File: config.mk
export PLATFORM = sky130hd
export DESIGN_NAME = json_string_unescape_utf8
export DESIGN_NICKNAME = d
export VERILOG_FILES = /design/src/rtl/core/jsu_pkg.sv /design/src/rtl/core/jsu_front.sv /design/src/rtl/core/jsu_queue.sv /design/src/rtl/core/jsu_back.sv /design/src/rtl/core/json_string_unescape_utf8.sv
export SDC_FILE = /design/constraint.sdc
export NUM_CORES = 1
export LEC_CHECK = 0
export ABC_AREA = 1
export BUFFER_PORTS_ARGS = -buffer_cell sky130_fd_sc_hd__buf_4
export CAP_MARGIN = 20
export CORE_MARGIN = 3
export CORE_UTILIZATION = 51
export DETAILED_ROUTE_END_ITERATION = 6
export HOLD_SLACK_MARGIN = 0.1
export PLACE_DENSITY = 0.67
export SLEW_MARGIN = 5
export SYNTH_ARGS = -nofsm -noshare
export SYNTH_HDL_FRONTEND = slang
export SYNTH_SLANG_ARGS = --single-unit
File: constraint.sdc
create_clock -name i_clk -period 6.1 [get_ports i_clk]
set_input_delay 1.22 -clock i_clk [delete_from_list [all_inputs] [get_ports i_clk]]
set_output_delay 1.22 -clock i_clk [all_outputs]
set_load 0.01 [all_outputs]
File: src/rtl/core/jsu_pkg.sv
`timescale 1ns / 1ps

package jsu_pkg;

    // decoder modes
    typedef enum logic [2:0] {
        M_WAIT     = 3'd0,
        M_BODY     = 3'd1,
        M_ESC      = 3'd2,
        M_HEX      = 3'd3,
        M_PEND     = 3'd4,
        M_PEND_BS  = 3'd5,
        M_PEND_HEX = 3'd6,
        M_BADHEX   = 3'd7
    } t_mode;

    typedef enum logic [2:0] {
        ERR_NONE       = 3'd0,
        ERR_NO_QUOTE   = 3'd1,
        ERR_UNTERM_STR = 3'd2,
        ERR_UNTERM_ESC = 3'd3,
        ERR_SHORT_U    = 3'd4,
        ERR_BAD_HEX    = 3'd5,
        ERR_BAD_ESC    = 3'd6
    } t_err;

    // what the second part of a job emits
    typedef enum logic [1:0] {
        K_NONE = 2'd0,
        K_BYTE = 2'd1,
        K_CODE = 2'd2,
        K_DONE = 2'd3
    } t_kind;

    // one decoded input item: optional pending surrogate, then one main action
    typedef struct packed {
        logic        has_pend;
        logic [15:0] pend;
        t_kind       kind;
        logic [20:0] value;
        t_err        err;
    } t_job;

    localparam logic [15:0] SURR_HI_MIN = 16'hD800;
    localparam logic [15:0] SURR_HI_MAX = 16'hDBFF;
    localparam logic [15:0] SURR_LO_MIN = 16'hDC00;
    localparam logic [15:0] SURR_LO_MAX = 16'hDFFF;
    localparam logic [20:0] SUPP_BASE   = 21'h10000;

    localparam logic [7:0] LEAD2     = 8'hC0;
    localparam logic [7:0] LEAD3     = 8'hE0;
    localparam logic [7:0] LEAD4     = 8'hF0;
    localparam logic [7:0] CONT      = 8'h80;
    localparam logic [7:0] CONT_MASK = 8'h3F;

    localparam logic [7:0] CH_QUOTE  = 8'h22;
    localparam logic [7:0] CH_BSLASH = 8'h5C;
    localparam logic [7:0] CH_SLASH  = 8'h2F;
    localparam logic [7:0] CH_U      = 8'h75;

endpackage

File: src/rtl/core/jsu_front.sv
`timescale 1ns / 1ps

module jsu_front (
    input  logic             i_clk,
    input  logic             i_rst_n,
    input  logic             i_accept,
    input  logic [7:0]       i_in_byte,
    input  logic             i_end_of_input,
    output logic             o_push,
    output jsu_pkg::t_job    o_job
);

    jsu_pkg::t_mode r_mode, n_mode;
    logic [1:0]     r_cnt, n_cnt;
    logic [15:0]    r_acc, n_acc;
    logic [15:0]    r_pend, n_pend;

    logic        hex_ok;
    logic [3:0]  hex_v;
    logic [15:0] acc_next;
    logic        acc_hi, acc_lo;
    logic        esc_hit;
    logic [7:0]  esc_byte;
    logic        is_quote, is_bs, is_u;
    logic [20:0] pair_cp;
    jsu_pkg::t_job job;

    assign is_quote = (i_in_byte == jsu_pkg::CH_QUOTE);
    assign is_bs    = (i_in_byte == jsu_pkg::CH_BSLASH);
    assign is_u     = (i_in_byte == jsu_pkg::CH_U);

    always_comb begin
        hex_ok = 1'b1;
        hex_v  = 4'd0;
        if (i_in_byte >= 8'h30 && i_in_byte <= 8'h39) begin
            hex_v = 4'(i_in_byte - 8'h30);
        end else if (i_in_byte >= 8'h61 && i_in_byte <= 8'h66) begin
            hex_v = 4'(i_in_byte - 8'h57);
        end else if (i_in_byte >= 8'h41 && i_in_byte <= 8'h46) begin
            hex_v = 4'(i_in_byte - 8'h37);
        end else begin
            hex_ok = 1'b0;
        end
    end

    // simple escapes
    always_comb begin
        esc_hit  = 1'b1;
        esc_byte = 8'h00;
        unique case (i_in_byte)
            jsu_pkg::CH_QUOTE:  esc_byte = jsu_pkg::CH_QUOTE;
            jsu_pkg::CH_BSLASH: esc_byte = jsu_pkg::CH_BSLASH;
            jsu_pkg::CH_SLASH:  esc_byte = jsu_pkg::CH_SLASH;
            8'h62:              esc_byte = 8'h08;
            8'h66:              esc_byte = 8'h0C;
            8'h6E:              esc_byte = 8'h0A;
            8'h72:              esc_byte = 8'h0D;
            8'h74:              esc_byte = 8'h09;
            default:            esc_hit  = 1'b0;
        endcase
    end

    assign acc_next = {r_acc[11:0], hex_v};
    assign acc_hi   = (acc_next >= jsu_pkg::SURR_HI_MIN) && (acc_next <= jsu_pkg::SURR_HI_MAX);
    assign acc_lo   = (acc_next >= jsu_pkg::SURR_LO_MIN) && (acc_next <= jsu_pkg::SURR_LO_MAX);
    assign pair_cp  = jsu_pkg::SUPP_BASE + {1'b0, r_pend[9:0], acc_next[9:0]};

    // next state
    always_comb begin
        n_mode = r_mode;
        n_cnt  = r_cnt;
        n_acc  = r_acc;
        n_pend = r_pend;
        if (i_accept) begin
            if (i_end_of_input) begin
                if (r_mode != jsu_pkg::M_WAIT) begin
                    n_mode = jsu_pkg::M_WAIT;
                    n_cnt  = '0;
                    n_acc  = '0;
                    n_pend = '0;
                end
            end else begin
                unique case (r_mode)
                    jsu_pkg::M_WAIT: begin
                        if (is_quote) begin
                            n_mode = jsu_pkg::M_BODY;
                        end else begin
                            n_cnt  = '0;
                            n_acc  = '0;
                            n_pend = '0;
                        end
                    end
                    jsu_pkg::M_BODY, jsu_pkg::M_PEND: begin
                        if (is_quote) begin
                            n_mode = jsu_pkg::M_WAIT;
                        end else if (is_bs) begin
                            n_mode = (r_mode == jsu_pkg::M_PEND) ? jsu_pkg::M_PEND_BS
                                                                 : jsu_pkg::M_ESC;
                        end else begin
                            n_mode = jsu_pkg::M_BODY;
                        end
                    end
                    jsu_pkg::M_ESC, jsu_pkg::M_PEND_BS: begin
                        if (is_u) begin
                            n_mode = (r_mode == jsu_pkg::M_PEND_BS) ? jsu_pkg::M_PEND_HEX
                                                                    : jsu_pkg::M_HEX;
                            n_cnt  = '0;
                            n_acc  = '0;
                        end else if (esc_hit) begin
                            n_mode = jsu_pkg::M_BODY;
                        end else begin
                            n_mode = jsu_pkg::M_WAIT;
                            n_cnt  = '0;
                            n_acc  = '0;
                            n_pend = '0;
                        end
                    end
                    jsu_pkg::M_HEX, jsu_pkg::M_PEND_HEX: begin
                        if (!hex_ok) begin
                            if (r_cnt == 2'd3) begin
                                n_mode = jsu_pkg::M_WAIT;
                                n_cnt  = '0;
                                n_acc  = '0;
                                n_pend = '0;
                            end else begin
                                n_cnt  = r_cnt + 2'd1;
                                n_mode = jsu_pkg::M_BADHEX;
                            end
                        end else if (r_cnt != 2'd3) begin
                            n_cnt = r_cnt + 2'd1;
                            n_acc = acc_next;
                        end else begin
                            n_cnt = '0;
                            n_acc = '0;
                            if (r_mode == jsu_pkg::M_PEND_HEX && acc_lo) begin
                                n_pend = '0;
                                n_mode = jsu_pkg::M_BODY;
                            end else if (acc_hi) begin
                                n_pend = acc_next;
                                n_mode = jsu_pkg::M_PEND;
                            end else begin
                                n_mode = jsu_pkg::M_BODY;
                            end
                        end
                    end
                    jsu_pkg::M_BADHEX: begin
                        if (r_cnt == 2'd3) begin
                            n_mode = jsu_pkg::M_WAIT;
                            n_cnt  = '0;
                            n_acc  = '0;
                            n_pend = '0;
                        end else begin
                            n_cnt = r_cnt + 2'd1;
                        end
                    end
                    default: n_mode = r_mode;
                endcase
            end
        end
    end

    // job for the back end
    always_comb begin
        job      = '0;
        job.pend = r_pend;
        if (i_end_of_input) begin
            job.kind = jsu_pkg::K_DONE;
            unique case (r_mode)
                jsu_pkg::M_WAIT:                     job.kind = jsu_pkg::K_NONE;
                jsu_pkg::M_BODY, jsu_pkg::M_PEND:    job.err  = jsu_pkg::ERR_UNTERM_STR;
                jsu_pkg::M_ESC, jsu_pkg::M_PEND_BS:  job.err  = jsu_pkg::ERR_UNTERM_ESC;
                default:                             job.err  = jsu_pkg::ERR_SHORT_U;
            endcase
        end else begin
            unique case (r_mode)
                jsu_pkg::M_WAIT: begin
                    if (!is_quote) begin
                        job.kind = jsu_pkg::K_DONE;
                        job.err  = jsu_pkg::ERR_NO_QUOTE;
                    end
                end
                jsu_pkg::M_BODY, jsu_pkg::M_PEND: begin
                    if (r_mode == jsu_pkg::M_PEND && !is_bs) begin
                        job.has_pend = 1'b1;
                    end
                    if (is_quote) begin
                        job.kind = jsu_pkg::K_DONE;
                    end else if (!is_bs) begin
                        job.kind  = jsu_pkg::K_BYTE;
                        job.value = {13'd0, i_in_byte};
                    end
                end
                jsu_pkg::M_ESC, jsu_pkg::M_PEND_BS: begin
                    if (!is_u) begin
                        job.has_pend = (r_mode == jsu_pkg::M_PEND_BS);
                        if (esc_hit) begin
                            job.kind  = jsu_pkg::K_BYTE;
                            job.value = {13'd0, esc_byte};
                        end else begin
                            job.kind = jsu_pkg::K_DONE;
                            job.err  = jsu_pkg::ERR_BAD_ESC;
                        end
                    end
                end
                jsu_pkg::M_HEX, jsu_pkg::M_PEND_HEX: begin
                    if (r_cnt == 2'd3) begin
                        if (!hex_ok) begin
                            job.kind = jsu_pkg::K_DONE;
                            job.err  = jsu_pkg::ERR_BAD_HEX;
                        end else if (r_mode == jsu_pkg::M_PEND_HEX && acc_lo) begin
                            job.kind  = jsu_pkg::K_CODE;
                            job.value = pair_cp;
                        end else begin
                            job.has_pend = (r_mode == jsu_pkg::M_PEND_HEX);
                            if (!acc_hi) begin
                                job.kind  = jsu_pkg::K_CODE;
                                job.value = {5'd0, acc_next};
                            end
                        end
                    end
                end
                jsu_pkg::M_BADHEX: begin
                    if (r_cnt == 2'd3) begin
                        job.kind = jsu_pkg::K_DONE;
                        job.err  = jsu_pkg::ERR_BAD_HEX;
                    end
                end
                default: job.kind = jsu_pkg::K_NONE;
            endcase
        end
    end

    assign o_job  = job;
    assign o_push = i_accept && (job.has_pend || job.kind != jsu_pkg::K_NONE);

    always_ff @(posedge i_clk) begin
        if (!i_rst_n) begin
            r_mode <= jsu_pkg::M_WAIT;
            r_cnt  <= '0;
            r_acc  <= '0;
            r_pend <= '0;
        end else begin
            r_mode <= n_mode;
            r_cnt  <= n_cnt;
            r_acc  <= n_acc;
            r_pend <= n_pend;
        end
    end

endmodule

File: src/rtl/core/jsu_queue.sv
`timescale 1ns / 1ps

module jsu_queue #(
    parameter int DEPTH = 4
) (
    input  logic          i_clk,
    input  logic          i_rst_n,
    input  logic          i_push,
    input  jsu_pkg::t_job i_job,
    output logic          o_ready,
    input  logic          i_pop,
    output logic          o_valid,
    output jsu_pkg::t_job o_job
);

    localparam int AW = (DEPTH > 1) ? $clog2(DEPTH) : 1;
    localparam int CW = $clog2(DEPTH + 1);

    jsu_pkg::t_job r_mem [DEPTH];
    logic [AW-1:0] r_wr, n_wr;
    logic [AW-1:0] r_rd, n_rd;
    logic [CW-1:0] r_count, n_count;
    logic          do_push, do_pop;

    assign o_ready = (r_count != CW'(DEPTH));
    assign o_valid = (r_count != '0);
    assign o_job   = r_mem[r_rd];
    assign do_push = i_push && o_ready;
    assign do_pop  = i_pop && o_valid;

    always_comb begin
        n_wr    = r_wr;
        n_rd    = r_rd;
        n_count = r_count;
        if (do_push) begin
            n_wr = (r_wr == AW'(DEPTH - 1)) ? '0 : r_wr + 1'b1;
        end
        if (do_pop) begin
            n_rd = (r_rd == AW'(DEPTH - 1)) ? '0 : r_rd + 1'b1;
        end
        if (do_push && !do_pop) begin
            n_count = r_count + 1'b1;
        end else if (do_pop && !do_push) begin
            n_count = r_count - 1'b1;
        end
    end

    always_ff @(posedge i_clk) begin
        if (do_push) begin
            r_mem[r_wr] <= i_job;
        end
    end

    always_ff @(posedge i_clk) begin
        if (!i_rst_n) begin
            r_wr    <= '0;
            r_rd    <= '0;
            r_count <= '0;
        end else begin
            r_wr    <= n_wr;
            r_rd    <= n_rd;
            r_count <= n_count;
        end
    end

endmodule

File: src/rtl/core/jsu_back.sv
`timescale 1ns / 1ps

module jsu_back (
    input  logic          i_clk,
    input  logic          i_rst_n,
    input  logic          i_q_valid,
    input  jsu_pkg::t_job i_q_job,
    output logic          o_q_pop,
    output logic          o_out_valid,
    input  logic          i_out_ready,
    output logic [7:0]    o_out_byte,
    output logic          o_byte_valid,
    output logic          o_string_done,
    output logic [2:0]    o_error_code
);

    function automatic logic [2:0] utf8_len(input logic [20:0] code);
        logic [2:0] n;
        if (code < 21'h80) begin
            n = 3'd1;
        end else if (code < 21'h800) begin
            n = 3'd2;
        end else if (code < jsu_pkg::SUPP_BASE) begin
            n = 3'd3;
        end else begin
            n = 3'd4;
        end
        return n;
    endfunction

    // byte idx of an n-byte encoding
    function automatic logic [7:0] utf8_byte(input logic [20:0] code, input logic [2:0] n,
                                             input logic [1:0] idx);
        logic [7:0] b;
        logic [2:0] rem;
        rem = n - 3'd1 - {1'b0, idx};
        b   = 8'h00;
        if (idx == 2'd0) begin
            unique case (n)
                3'd1:    b = {1'b0, code[6:0]};
                3'd2:    b = jsu_pkg::LEAD2 | {3'd0, code[10:6]};
                3'd3:    b = jsu_pkg::LEAD3 | {4'd0, code[15:12]};
                default: b = jsu_pkg::LEAD4 | {5'd0, code[20:18]};
            endcase
        end else begin
            unique case (rem)
                3'd0:    b = jsu_pkg::CONT | ({2'd0, code[5:0]} & jsu_pkg::CONT_MASK);
                3'd1:    b = jsu_pkg::CONT | ({2'd0, code[11:6]} & jsu_pkg::CONT_MASK);
                default: b = jsu_pkg::CONT | ({2'd0, code[17:12]} & jsu_pkg::CONT_MASK);
            endcase
        end
        return b;
    endfunction

    logic          r_busy;
    jsu_pkg::t_job r_job;
    logic          r_in_pend;
    logic [1:0]    r_idx;

    logic          r_ovalid;
    logic [7:0]    r_obyte;
    logic          r_obv;
    logic          r_odone;
    logic [2:0]    r_oerr;

    logic [7:0]    c_byte;
    logic          c_bv, c_done, c_last;
    logic [2:0]    c_err;
    logic [2:0]    main_len;
    logic          adv, load;

    assign main_len = utf8_len(r_job.value);
    assign adv      = r_busy && (!r_ovalid || i_out_ready);

    always_comb begin
        c_byte = 8'h00;
        c_bv   = 1'b0;
        c_done = 1'b0;
        c_err  = jsu_pkg::ERR_NONE;
        c_last = 1'b1;
        if (r_in_pend) begin
            c_byte = utf8_byte({5'd0, r_job.pend}, 3'd3, r_idx);
            c_bv   = 1'b1;
            c_last = (r_idx == 2'd2) && (r_job.kind == jsu_pkg::K_NONE);
        end else begin
            unique case (r_job.kind)
                jsu_pkg::K_BYTE: begin
                    c_byte = r_job.value[7:0];
                    c_bv   = 1'b1;
                end
                jsu_pkg::K_CODE: begin
                    c_byte = utf8_byte(r_job.value, main_len, r_idx);
                    c_bv   = 1'b1;
                    c_last = ({1'b0, r_idx} == main_len - 3'd1);
                end
                jsu_pkg::K_DONE: begin
                    c_done = 1'b1;
                    c_err  = r_job.err;
                end
                default: c_last = 1'b1;
            endcase
        end
    end

    assign load    = i_q_valid && (!r_busy || (adv && c_last));
    assign o_q_pop = load;

    always_ff @(posedge i_clk) begin
        if (load) begin
            r_job <= i_q_job;
        end
        if (adv) begin
            r_obyte <= c_byte;
            r_obv   <= c_bv;
            r_odone <= c_done;
            r_oerr  <= c_err;
        end
    end

    always_ff @(posedge i_clk) begin
        if (!i_rst_n) begin
            r_busy    <= 1'b0;
            r_in_pend <= 1'b0;
            r_idx     <= '0;
            r_ovalid  <= 1'b0;
        end else begin
            if (adv) begin
                r_ovalid <= 1'b1;
            end else if (i_out_ready) begin
                r_ovalid <= 1'b0;
            end
            if (load) begin
                r_busy    <= 1'b1;
                r_in_pend <= i_q_job.has_pend;
                r_idx     <= '0;
            end else if (adv) begin
                if (c_last) begin
                    r_busy <= 1'b0;
                end else if (r_in_pend && r_idx == 2'd2) begin
                    r_in_pend <= 1'b0;
                    r_idx     <= '0;
                end else begin
                    r_idx <= r_idx + 2'd1;
                end
            end
        end
    end

    assign o_out_valid   = r_ovalid;
    assign o_out_byte    = r_obyte;
    assign o_byte_valid  = r_obv;
    assign o_string_done = r_odone;
    assign o_error_code  = r_oerr;

endmodule

File: src/rtl/core/json_string_unescape_utf8.sv
`timescale 1ns / 1ps

// json string unescaper: feed the raw bytes of one json string literal, opening quote
// first, one request per cycle; the block returns the decoded string one byte per
// result, with \uXXXX escapes encoded as utf-8 and surrogate pairs merged into four-byte
// characters. the closing quote gives a result with string_done set and byte_valid
// clear; an error gives a single result with string_done set and a nonzero error_code,
// after which the block waits for a new opening quote and the consumer should drop the
// bytes it already received for that string. an input request is taken every cycle
// while the job queue (QUEUE_DEPTH entries) has room; each request yields zero to six
// results, and the back end sends one result per cycle while i_out_ready is high, so
// a burst of multi-byte characters holds the input only until the queue drains. the
// first result passes through the queue, the job register and the output register.
module json_string_unescape_utf8 #(
    parameter int QUEUE_DEPTH = 4
) (
    input  logic       i_clk,
    input  logic       i_rst_n,
    input  logic       i_in_valid,
    output logic       o_in_ready,
    input  logic [7:0] i_in_byte,
    input  logic       i_end_of_input,
    output logic       o_out_valid,
    input  logic       i_out_ready,
    output logic [7:0] o_out_byte,
    output logic       o_byte_valid,
    output logic       o_string_done,
    output logic [2:0] o_error_code
);

    // front: decode state machine, one request per cycle while the queue has room,
    // emits a job when the request produces output
    logic          in_accept;
    logic          f_push;
    jsu_pkg::t_job f_job;

    // queue between front and back
    logic          q_ready;
    logic          q_valid;
    logic          q_pop;
    jsu_pkg::t_job q_job;

    assign o_in_ready = q_ready;
    assign in_accept  = i_in_valid && q_ready;

    jsu_front u_front (
        .i_clk          (i_clk),
        .i_rst_n        (i_rst_n),
        .i_accept       (in_accept),
        .i_in_byte      (i_in_byte),
        .i_end_of_input (i_end_of_input),
        .o_push         (f_push),
        .o_job          (f_job)
    );

    jsu_queue #(
        .DEPTH (QUEUE_DEPTH)
    ) u_queue (
        .i_clk   (i_clk),
        .i_rst_n (i_rst_n),
        .i_push  (f_push),
        .i_job   (f_job),
        .o_ready (q_ready),
        .i_pop   (q_pop),
        .o_valid (q_valid),
        .o_job   (q_job)
    );

    // back: expands each job into result bytes through an output register
    jsu_back u_back (
        .i_clk         (i_clk),
        .i_rst_n       (i_rst_n),
        .i_q_valid     (q_valid),
        .i_q_job       (q_job),
        .o_q_pop       (q_pop),
        .o_out_valid   (o_out_valid),
        .i_out_ready   (i_out_ready),
        .o_out_byte    (o_out_byte),
        .o_byte_valid  (o_byte_valid),
        .o_string_done (o_string_done),
        .o_error_code  (o_error_code)
    );

`ifndef SYNTHESIS
    // the front only produces jobs for accepted requests, which needs queue room
    a_push_has_room: assert property (@(posedge i_clk) disable iff (!i_rst_n)
        f_push |-> q_ready)
        else $error("job pushed into a full queue");

    a_pop_nonempty: assert property (@(posedge i_clk) disable iff (!i_rst_n)
        q_pop |-> q_valid)
        else $error("job popped from an empty queue");

    // an error result always closes the string and carries no byte
    a_err_closes: assert property (@(posedge i_clk) disable iff (!i_rst_n)
        (o_out_valid && o_error_code != jsu_pkg::ERR_NONE) |-> (o_string_done && !o_byte_valid))
        else $error("error result without string_done");

    a_done_no_byte: assert property (@(posedge i_clk) disable iff (!i_rst_n)
        (o_out_valid && o_string_done) |-> !o_byte_valid)
        else $error("string_done result carries a byte");
`endif

endmodule
==> impl_metrics.yaml <==
outcome:
  outcome: "finished clean"
floorplanning:
  rows: 56
  core_area_um2: 23900
  initial_core_util: 0.527
  io_pins: 28
  die_y_um: 163
  dieArea_um2: 26600
  die_w_um: 163
worst_setup_path:
  r2r_start: "u_back.r_job[20]"
  slowest_delay_ps: 510
  critPathKind: "flip-flop to flip-flop"
  worstSetupStartpointType: "flip-flop"
  r2r_end: "u_queue.r_count[2]"
  arrival_ps: 4620
  slowest_stage: "nor2_1"
  cpMostUsedCell: "nand2_1"
  crit_start: "u_back.r_job[20]"
  r2r_cells: 25
  required_ps: 6570
  rrSetupSlack_ps: 1950
  critPathCaptureType: "flip-flop"
  cp_max_fo: 10
layout:
  synthToLayoutAreaGrowth_pct: 12.6
  drive_gt1_frac: 0.101
  seqCellArea_um2: 7760
  design_area_um2: 14200
  fin_cells: 1630
  fillers: 1996
  multiInputGateArea_um2: 4260
  diodes: 0
  nNetsFinal: 1330
pwr:
  powerDensity_nw_per_um2: 422
  peakVddDrop_v: 0.000288
  intPower_w: 0.00411
  switchingPower_w: 0.00188
  p_clk_frac: 0.324
  swShare: 0.313
  comb_power_share: 0.235
  p_leak_nw: 5.15
  p_total_w: 0.00598
  pwr-share-seq: 0.441
clock_tree:
  postCtsSetupBuffers: 0
  clk_latency_ps: 530
  cts.path.max_buffers: 3
  cts_sinks: 274
  cts.htree.levels: 1
  cts_tree: "done"
  cts_buffers: 29
  clock-root-buffer: "clkbuf_16"
  hold_buffers: 0
  cts.reportedPaths.clkPinSlew_ps: 60
  cts_resized: 0
synthesis:
  avgSynthCellArea_um2: 9.94
  synth_simple_gate_area_frac: 0.186
  ys_seq_area_frac: 0.616
  synth.cell_area_um2: 12600
  synth_compound_area_frac: 0.120
  synth_fp_nets: 1307
  synth.area.top_cells: "edfxtp_1 (54%), dfxtp_1 (7.5%), nand2_1 (7.4%)"
  synth_top_area_frac: 0.542
  synth_edf_count: 227
  ys_types: 46
  synth_top_family_by_area: "simple AND/OR/NAND/NOR gates"
  synthCells: 1266
  synthTopCellsByCount: "nand2_1 (247), edfxtp_1 (227), nor2_1 (163), o21ai_0 (115), inv_1 (93)"
  synthMuxAreaShare: 0
  synth.most_common_cell: "nand2_1"
  synth-seq-cells: 274
  synth-xor-area-share: 0.000696
  yosys_warnings: 0
  synth.largest_area_cell: "edfxtp_1"
  synth_flop_cell: "edfxtp_1"
  yosys.area_share.adder: 0.0290
  synthArstFlopShare: 0
min_path:
  hold_class: "flip-flop to flip-flop"
  hold_end: "u_front.r_cnt[1]"
  hp-start: "u_front.r_cnt[1]"
  min_path_cells: 2
place:
  dpl.cell_count: 1576
  hpwl_um: 20700
  io_buffers: 27
  dpl_cell_area_um2: 13100
  place_ws_ps: 1590
  finalWeightedCongestion: 0.976
detailed_routing:
  detailedRoute.firstIterationViolations: 793
  wl_per_cell_um: 18.8
  ant_nets: 0
  vias: 9350
  totalWireLength_um: 30600
  firstDrtPassIters: 5
  avgViaCountPerCell: 5.74
  drc: 0
global_routing:
  grt_max_degree: 88
  antenna_found_initial: 0
  grt_pass1_vias: 8888
  grt_pass1_wl_um: 47900
  grt_overflow_total: 0
  grt_usage: 0.229
sta:
  tns_ps: 0
  drv_slew: 0
  max_freq_ghz: 0.241
  finalSetupViolations: 0
  grt_setup_unrepaired: "no"
  fin_crit_sh: 0.681
  hold_viol: 0
  fin_crit_ps: 4150
  worstMarginPinSlew_ps: 859
  slew_headroom: 0.427
  finClkSkew_ps: 11.4
  fin_ws_ps: 1950
flow_run:
  maxCapViolCount: 0
## worst max-delay path: cells and delay by family, from the launching register on
family,cells,cell delay [ps]
flip-flops,1,430
buffers and inverters,4,330
AND/OR/NAND/NOR,14,1890
AO/OA/AOI/OAI,3,360
adder cells (fa/ha/maj),4,1090
## routing by layer
metal / vias to the layer above / part of all wire / track usage / wire length (um)
met5: - / 0 / 0 / 0
met4: 0 / 0.048 / 0.106 / 1480
met3: 88 / 0.054 / 0.0279 / 1670
met2: 313 / 0.46 / 0.369 / 14200
met1: 4467 / 0.43 / 0.314 / 13300
li1: 4482 / - / - / -
## final cells by class
class                   count  share of cell area
clock buffers              32              0.0527
repair buffers             40              0.0212
inverters                 103              0.0275
clock inverters            21              0.0226
multi-input cells         841               0.301
well taps                 319              0.0282
flip-flops and latches    274               0.547
## per-stage QoR
stage / hold slack (ps) / util
after floorplan: 445 / -
after global placement: 455 / 0.548
after detailed placement: 475 / 0.548
after CTS: 486 / 0.593
after global routing: 504 / 0.593
final: 480 / 0.593
## cells in the final DEF (no fill, tap or decap), types with 2 or more instances in the layout
cell,count
a21oi_1,67
nand2_4,2
nor4_1,4
a22oi_1,2
clkinv_1,6
nor2_2,4
edfxtp_1,227
nand3b_1,4
a221oi_1,3
a31oi_1,22
nand4_1,6
clkbuf_1,2
nor3_1,11
nor2_4,5
nor2_1,159
nand3_1,76
bufinv_16,8
buf_4,40
dfxtp_1,46
nand3_2,12
clkinvlp_4,4
o21ai_0,115
nand2_1,247
o22ai_1,47
ha_1,26
o221ai_1,3
nand2_2,5
inv_1,92
clkinv_2,3
o211ai_1,6
clkbuf_16,29
inv_2,8
fa_1,2
## worst max path at each step
| stage | to | slack (ps) |
|---|---|---|
| 5_1_grt | u_queue.r_count[2] | 1450 |
| 6_report | u_queue.r_count[2] | 1950 |
| 4_1_cts | u_queue.r_count[2] | 1990 |
| 3_5_place_dp | u_queue.r_count[2] | 1590 |
| 3_3_place_gp | u_queue.r_count[2] | 1650 |
| 2_1_floorplan | u_queue.r_mem[0][0] | 1360 |
## registers in the layout, summed over array words and instances (netlist names), 2 cells and up, named ones only
name / cells
u_front.r_mode: 3
u_front.r_pend: 16
u_back.r_idx: 2
u_front.r_cnt: 2
u_back.r_job: 42
u_queue.r_mem: 172
u_front.r_acc: 12
u_back.o_error_code: 3
u_queue.r_count: 3
u_back.o_out_byte: 8
u_queue.r_wr: 2
u_queue.r_rd: 2
## cells by family (layout without fill, tap and decap cells)
family | after synthesis | count (layout)
DFF | 274 | 274
xor gates and xnor gates | 1 | 1
adders and majority gates | 28 | 28
and+or+nand+nor | 540 | 540
AOI/OAI and AO/OA | 272 | 272
buffers and inverters | 151 | 196
## power groups by stage
stage	clock network [W]	logic, W	registers (W)
after floorplan	0	0.000903	0.00265
after global placement	0	0.00137	0.00268
after detailed placement	0	0.00141	0.00268
after CTS	0.00196	0.00141	0.00264
after global routing	0.00205	0.00158	0.00267
final	0.00194	0.00141	0.00264
Note: power is estimated with default switching activity, not from simulation.
